--- src/sv/rfrt_pkg.sv ---
// ----------------------------------------------------------------------------
// RTP H.264 frame reassembly tracker package
// Shared types and constants of the frame reassembly tracker.
// ----------------------------------------------------------------------------
package rfrt_pkg;

    localparam int Depth = 32;
    localparam int SlotW = $clog2(Depth);
    localparam int CntW = $clog2(Depth + 1);
    localparam int MaxFrames = 32;

    localparam logic [4:0] NtStapa = 5'd24;
    localparam logic [4:0] NtFua = 5'd28;
    localparam logic [4:0] NtIdr = 5'd5;
    localparam logic [4:0] NtSps = 5'd7;
    localparam logic [4:0] NtPps = 5'd8;

    localparam int FlMark = 0;
    localparam int FlFus = 1;
    localparam int FlFue = 2;
    localparam int FlFua = 3;
    localparam int FlKey = 4;

    typedef enum logic [1:0] {
        KIND_FRAME = 2'd0,
        KIND_DONE = 2'd1,
        KIND_OVERFLOW = 2'd2
    } kind_t;

endpackage

--- src/sv/rtp_h264_frame_reassembly_tracker.sv ---
// ----------------------------------------------------------------------------
// RTP H.264 frame reassembly tracker
// Tracks packet headers in a ring and reports completed frame ranges.
// ----------------------------------------------------------------------------
// One packet is taken per start while busy is low. A packet that triggers no
// scan passes through the write and final states, and its single result is
// registered in the final state. A scan walks the ring one entry per cycle
// through a single compare unit, and each frame it finds is walked twice more,
// once to count FU-A bits and once to free it. Results appear for one cycle
// each with valid high and cannot be stalled; the final result of a packet has
// last set.
module rtp_h264_frame_reassembly_tracker (
    input  logic        clk,
    input  logic        rst_n,
    input  logic        start,
    output logic        busy,
    input  logic [15:0] seq_num,
    input  logic [31:0] rtp_time,
    input  logic        marker,
    input  logic [4:0]  nal_type,
    input  logic [4:0]  inner_nal_type,
    input  logic        fu_start,
    input  logic        fu_end,
    output logic        valid,
    output logic [1:0]  kind,
    output logic [15:0] frame_start_sn,
    output logic [15:0] frame_end_sn,
    output logic        key_frame,
    output logic        pli_request,
    output logic        last
);

    typedef enum logic [3:0] {
        ST_IDLE,
        ST_WRITE,
        ST_REF,
        ST_SCAN,
        ST_CHECK,
        ST_COUNT,
        ST_FREE,
        ST_EMIT,
        ST_FINAL
    } state_t;

    localparam int SW = rfrt_pkg::SlotW;
    localparam int CW = rfrt_pkg::CntW;

    logic [31:0] mem_time [rfrt_pkg::Depth];
    logic [4:0]  mem_flags [rfrt_pkg::Depth];
    logic [rfrt_pkg::Depth-1:0] valid_reg;

    state_t      state_reg;
    logic [31:0] key_time_reg;
    logic        key_none_reg;
    logic [15:0] head_sn_reg;
    logic [15:0] missing_sn_reg;
    logic        key_seen_reg;

    logic [15:0] seq_reg;
    logic [31:0] ts_reg;
    logic [4:0]  fl_reg;
    logic        pli_reg;
    logic [31:0] ref_reg;
    logic [15:0] ptr_reg;
    logic [CW-1:0] cnt_reg;
    logic [15:0] found_reg;
    logic [6:0]  sc_reg;
    logic [6:0]  ec_reg;
    logic [5:0]  nframes_reg;
    logic        first_key_reg;

    logic        out_valid_reg;
    logic [1:0]  kind_reg;
    logic [15:0] fs_reg;
    logic [15:0] fe_reg;
    logic        kf_reg;
    logic        last_reg;

    logic        is_key;
    logic [4:0]  fl_in;
    logic [SW-1:0] pslot;
    logic [31:0] rd_time;
    logic [4:0]  rd_flags;
    logic        rd_valid;
    logic [15:0] len_calc;

    always_comb
    begin
        if (nal_type == rfrt_pkg::NtStapa)
        begin
            is_key = (inner_nal_type == rfrt_pkg::NtSps) ||
                     (inner_nal_type == rfrt_pkg::NtPps);
        end
        else
        begin
            is_key = (nal_type == rfrt_pkg::NtIdr) || (nal_type == rfrt_pkg::NtSps) ||
                     (nal_type == rfrt_pkg::NtPps);
        end
        fl_in = {is_key, (nal_type == rfrt_pkg::NtFua),
                 (nal_type == rfrt_pkg::NtFua) & fu_end,
                 (nal_type == rfrt_pkg::NtFua) & fu_start, marker};
    end

    assign pslot = ptr_reg[SW-1:0];
    assign rd_time = mem_time[pslot];
    assign rd_flags = mem_flags[pslot];
    assign rd_valid = valid_reg[pslot];
    assign len_calc = found_reg - head_sn_reg + 16'd1;

    always_ff @(posedge clk)
    begin
        if (state_reg == ST_WRITE)
        begin
            mem_time[seq_reg[SW-1:0]] <= ts_reg;
            mem_flags[seq_reg[SW-1:0]] <= fl_reg;
        end
    end

    always_ff @(posedge clk or negedge rst_n)
    begin
        if (!rst_n)
        begin
            state_reg <= ST_IDLE;
            valid_reg <= '0;
            key_time_reg <= '0;
            key_none_reg <= 1'b1;
            head_sn_reg <= '0;
            missing_sn_reg <= '0;
            key_seen_reg <= 1'b0;
            out_valid_reg <= 1'b0;
            kind_reg <= '0;
            fs_reg <= '0;
            fe_reg <= '0;
            kf_reg <= 1'b0;
            last_reg <= 1'b0;
            nframes_reg <= '0;
        end
        else
        begin
            out_valid_reg <= 1'b0;
            unique case (state_reg)
                ST_IDLE:
                begin
                    if (start)
                    begin
                        seq_reg <= seq_num;
                        ts_reg <= rtp_time;
                        fl_reg <= fl_in;
                        pli_reg <= ~key_seen_reg;
                        nframes_reg <= '0;
                        if (is_key)
                        begin
                            key_seen_reg <= 1'b1;
                            if (key_none_reg || key_time_reg != rtp_time)
                            begin
                                key_none_reg <= 1'b0;
                                key_time_reg <= rtp_time;
                                head_sn_reg <= seq_num;
                                missing_sn_reg <= seq_num + 16'd1;
                                valid_reg <= '0;
                            end
                        end
                        state_reg <= ST_WRITE;
                    end
                end
                ST_WRITE:
                begin
                    valid_reg[seq_reg[SW-1:0]] <= 1'b1;
                    if (fl_reg[rfrt_pkg::FlKey] && seq_reg[15:0] != head_sn_reg &&
                        ((seq_reg - head_sn_reg) & 16'h8000) != 16'd0)
                    begin
                        head_sn_reg <= seq_reg;
                        ptr_reg <= seq_reg;
                        state_reg <= ST_REF;
                    end
                    else if (missing_sn_reg == seq_reg)
                    begin
                        ptr_reg <= missing_sn_reg;
                        state_reg <= ST_REF;
                    end
                    else
                    begin
                        kind_reg <= rfrt_pkg::KIND_DONE;
                        state_reg <= ST_FINAL;
                    end
                end
                ST_REF:
                begin
                    ref_reg <= mem_time[head_sn_reg[SW-1:0]];
                    cnt_reg <= '0;
                    state_reg <= ST_SCAN;
                end
                ST_SCAN:
                begin
                    if (cnt_reg == CW'(rfrt_pkg::Depth))
                    begin
                        kind_reg <= rfrt_pkg::KIND_OVERFLOW;
                        state_reg <= ST_FINAL;
                    end
                    else if (!rd_valid)
                    begin
                        missing_sn_reg <= ptr_reg;
                        kind_reg <= rfrt_pkg::KIND_DONE;
                        state_reg <= ST_FINAL;
                    end
                    else if (rd_time != ref_reg)
                    begin
                        found_reg <= ptr_reg - 16'd1;
                        state_reg <= ST_CHECK;
                    end
                    else if (rd_flags[rfrt_pkg::FlMark])
                    begin
                        found_reg <= ptr_reg;
                        state_reg <= ST_CHECK;
                    end
                    else
                    begin
                        ptr_reg <= ptr_reg + 16'd1;
                        cnt_reg <= cnt_reg + CW'(1);
                    end
                end
                ST_CHECK:
                begin
                    if (len_calc == 16'd0 || len_calc > 16'(rfrt_pkg::Depth))
                    begin
                        kind_reg <= rfrt_pkg::KIND_OVERFLOW;
                        state_reg <= ST_FINAL;
                    end
                    else
                    begin
                        ptr_reg <= head_sn_reg;
                        sc_reg <= '0;
                        ec_reg <= '0;
                        first_key_reg <= mem_flags[head_sn_reg[SW-1:0]][rfrt_pkg::FlKey];
                        state_reg <= ST_COUNT;
                    end
                end
                ST_COUNT:
                begin
                    if (rd_flags[rfrt_pkg::FlFua])
                    begin
                        sc_reg <= sc_reg + {6'd0, rd_flags[rfrt_pkg::FlFus]};
                        ec_reg <= ec_reg + {6'd0, rd_flags[rfrt_pkg::FlFue]};
                    end
                    if (ptr_reg == found_reg)
                    begin
                        state_reg <= ST_FREE;
                    end
                    else
                    begin
                        ptr_reg <= ptr_reg + 16'd1;
                    end
                end
                ST_FREE:
                begin
                    if (sc_reg != ec_reg || nframes_reg == 6'(rfrt_pkg::MaxFrames))
                    begin
                        kind_reg <= rfrt_pkg::KIND_DONE;
                        state_reg <= ST_FINAL;
                    end
                    else
                    begin
                        ptr_reg <= head_sn_reg;
                        state_reg <= ST_EMIT;
                    end
                end
                ST_EMIT:
                begin
                    valid_reg[pslot] <= 1'b0;
                    if (ptr_reg == found_reg)
                    begin
                        if (first_key_reg)
                        begin
                            key_none_reg <= 1'b1;
                        end
                        out_valid_reg <= 1'b1;
                        kind_reg <= rfrt_pkg::KIND_FRAME;
                        fs_reg <= head_sn_reg;
                        fe_reg <= found_reg;
                        kf_reg <= first_key_reg;
                        last_reg <= 1'b0;
                        nframes_reg <= nframes_reg + 6'd1;
                        head_sn_reg <= found_reg + 16'd1;
                        ptr_reg <= found_reg + 16'd1;
                        state_reg <= ST_REF;
                    end
                    else
                    begin
                        ptr_reg <= ptr_reg + 16'd1;
                    end
                end
                ST_FINAL:
                begin
                    out_valid_reg <= 1'b1;
                    fs_reg <= '0;
                    fe_reg <= '0;
                    kf_reg <= 1'b0;
                    last_reg <= 1'b1;
                    state_reg <= ST_IDLE;
                end
                default:
                begin
                    state_reg <= ST_IDLE;
                end
            endcase
        end
    end

    assign busy = (state_reg != ST_IDLE);
    assign valid = out_valid_reg;
    assign kind = kind_reg;
    assign frame_start_sn = fs_reg;
    assign frame_end_sn = fe_reg;
    assign key_frame = kf_reg;
    assign pli_request = pli_reg;
    assign last = last_reg;

endmodule

--- config.mk ---
export PLATFORM = sky130hd
export DESIGN_NAME = rtp_h264_frame_reassembly_tracker
export DESIGN_NICKNAME = d
export VERILOG_FILES = /design/src/sv/rfrt_pkg.sv /design/src/sv/rtp_h264_frame_reassembly_tracker.sv
export SDC_FILE = /design/constraint.sdc
export NUM_CORES = 2
export LEC_CHECK = 0
export ABC_AREA = 1
export BUFFER_PORTS_ARGS = -buffer_cell sky130_fd_sc_hd__buf_4
export CELL_PAD_IN_SITES_DETAIL_PLACEMENT = 1
export CELL_PAD_IN_SITES_GLOBAL_PLACEMENT = 2
export CORE_ASPECT_RATIO = 0.9
export CORE_MARGIN = 10
export CORE_UTILIZATION = 41
export DETAILED_ROUTE_END_ITERATION = 8
export PLACE_DENSITY = 0.75
export SLEW_MARGIN = 15
export SYNTH_ARGS = -nofsm -noshare
export SYNTH_HDL_FRONTEND = slang
export SYNTH_SLANG_ARGS = --single-unit
--- constraint.sdc ---
create_clock -name clk -period 6.9 [get_ports clk]
set_input_delay 0.345 -clock clk [delete_from_list [all_inputs] [get_ports clk]]
set_output_delay 0.345 -clock clk [all_outputs]
set_load 0.05 [all_outputs]
==> flow_summary.ini <==
[outcome]
status = finished clean

[critical_path]
r2r_slack_ps = 1310
cp_slowest_cell = buf_4
cp_num_buf_inv = 3
crit_type = reg -> reg
cp_top_family = simple AND/OR/NAND/NOR gates
worst_r2r_path_depth = 18
path_max_fanout = 165
slowest_delay_ps = 690
path_cells = buf_12 -> buf_4 -> nand2_1 -> nand3_1 -> nand3_1 -> nand2_1 -> nand2_1 -> nand3_1 -> nand3_1 -> nand2_1 -> nand2_1 -> nor2_1 -> nand2_1 -> nor2_2 -> nand2_2 -> inv_1 -> nand2_1 -> a21boi_0
endpoint_kind = register
cp_common_cell = nand2_1
cp.arrival_ps = 6010
cp-start-kind = register
r2r_end = cnt_reg[4]$_SDFFCE_PN0P_
worstPathRequired_ps = 7320

[global_routing]
gr-total-overflow = 0
grt_pass1_wl_um = 432000
grt_pass1_vias = 61175
grt_usage_pct = 29.8
antenna_found_initial = 12
grt_max_degree = 277

[power_and_ir_drop]
leakage_nw = 29.7
max-vdd-ir-drop_mv = 0.496
powerDensity_nw_per_um2 = 431

[synthesis]
yosys.area.top_type_share_pct = 54.8
synth-edff-count = 1323
avgSynthCellArea_um2 = 9.58
synth_area_um2 = 72500
ys_types = 50
ys.flop_type = edfxtp_1
synth_seq_cells = 1473
synth_area_leaders = edfxtp_1, nand2_1, nand3_1, o21ai_0, nor2_1
syn_inst = 7567
yosys.area.top_type = edfxtp_1
async_flop_share_pct = 9.84
yosysSeqAreaShare_pct = 60.0
syn_nets = 7690
yosys_warnings = 0

[clock_tree]
path_clk_slew_ps = 60
cts-htree-levels = 4
cts_made_buffers = 165
clock-root-buffer = clkbuf_16
cts_tree = done
cts.path.max_buffers = 3
clk_latency_ps = 820
post_cts_buffers = 0
clock_sinks = 1473

[timing]
hold_viol_final = 0
fin_crit_ps = 5590
clock.fmax_mhz = 179
setup_viol = 0
worstMarginPinSlew_ps = 1310
rsz0062_at_grt = no
finalCritPeriodShare_pct = 81.0
fin_skew_ps = 34.1
hold_ws_ps = 53.1
tns_ps = 0
slew_viol_final = 0
slew_headroom_pct = 12.4

[placed_design]
portBuffers = 102
placedCellCount = 9633
place_area_um2 = 75300
place.gp.congestion = 0.866
dp_hpwl_um = 162000

[finish]
fillers = 19527
layout_commonest_cell = nand2_1
regArea_um2 = 43500
synthToLayoutAreaGrowth_pct = 12.0
fin_nets = 7616
utilization_pct = 46.2
largest_reg_flops = 1024
finalNonFillerCells = 9994
mostFrequentLayoutCells = nand2_1, edfxtp_1, nor2_1
fin_area_um2 = 81200
multi_input_area_um2 = 25600
drive_gt1_share_pct = 7.34

[floorplanning]
fp.dieW_um = 463
core-area_um2 = 176000
dieArea_um2 = 194000
num_rows = 146
die_h_um = 419
start_util_pct = 41.2
pin_count = 103

[detailed_routing]
vias_per_cell = 6.08
wl_um = 299000
ant_nets = 0
route.detailed.drc = 0
drt_iter0_drc = 6381
wire_per_inst_um = 29.9
vias = 60721
dr.pass1.iters = 6

[hold_path]
worstHoldPathType = in -> async

[flow_run]
drv_cap = 0
==> synth_stat cells, types with 15 or more instances <==
cell type,count
o211ai_1,51
nand4_1,28
o21ai_0,862
edfxtp_1,1323
dfrtp_1,144
a31oi_1,71
inv_1,310
xor2_1,69
ha_1,58
clkbuf_1,304
nand3_1,904
o21ai_1,53
o22ai_1,90
buf_2,156
buf_1,30
nand3b_1,16
o221ai_1,202
nor2_1,1009
nand2_1,1539
mux2_2,15
buf_4,28
nor3_1,38
xnor2_1,19
a21oi_1,115
a32oi_1,26
==> report_power, final <==
group	total, W	internal (W)	switching [W]
logic	0.0150	0.00401	0.0110
registers	0.0113	0.0105	0.000855
clock network	0.00870	0.00487	0.00383
==> layer usage <==
layer  vias to the layer above  wire (µm)  global-route usage (%)
met3                       518      21800                    4.64
li1                      26616          -                       -
met2                      2380     135000                    47.2
met4                         8       9850                    9.11
met5                         -         56                       0
met1                     31199     133000                    42.2
==> how the worst max path moves through the flow <==
stage / start / end / slack (ps) / cells past startpoint
floorplan: state_reg[0]$_DFFE_PN0P_ / fl_reg[0]$_DFFE_PP_ / 1390 / 5
global placement: register / ptr_reg[10]$_DFFE_PP_ / 1620 / 18
detailed placement: register / cnt_reg[0]$_SDFFCE_PN0P_ / 1560 / 18
CTS: register / cnt_reg[1]$_SDFFCE_PN0P_ / 1540 / 18
global route: register / cnt_reg[1]$_SDFFCE_PN0P_ / 1030 / 18
finish: register / cnt_reg[4]$_SDFFCE_PN0P_ / 1310 / 18
==> kinds of logic after synthesis <==
group	Yosys count	share of synthesized area, %
DFF	1473	60.0
muxes	15	0.233
adders and majority gates	59	1.03
buffers and inverters	855	5.00
xor gates and xnor gates	92	1.15
and+or+nand+nor	3572	20.5
AOI/OAI and AO/OA	1501	12.1
==> metrics by stage <==
stage	setup slack (ps)	total power, W
3_5_place_dp	1560	0.0262
3_3_place_gp	1620	0.0260
4_1_cts	1540	0.0349
2_1_floorplan	1390	0.0207
5_1_grt	1030	0.0369
6_report	1310	0.0350
==> final cells by class <==
type                       count  area share [%]
sequential                  1473            53.6
multi-input combinational   5239            31.6
clock buffer                 214            5.49
tap                         2368            3.65
timing repair buffer         291            3.20
inverter                     323            1.58
clock inverter                85           0.931
antenna                        1         0.00308
==> worst reg2reg max path: cells and delay by family (launching register included) <==
kind	cells	cell delay (ps)
compound gates	1	670
buf+inv	3	1870
flops	1	460
simple gates	14	2210
==> repair_timing <==
action	in CTS	in global routing
hold endpoints to repair	146	0
resized for setup	0	0
hold buffers	56	0
endpoints found under the setup margin	0	0
No activity file was read; power rests on OpenSTA's default activity.
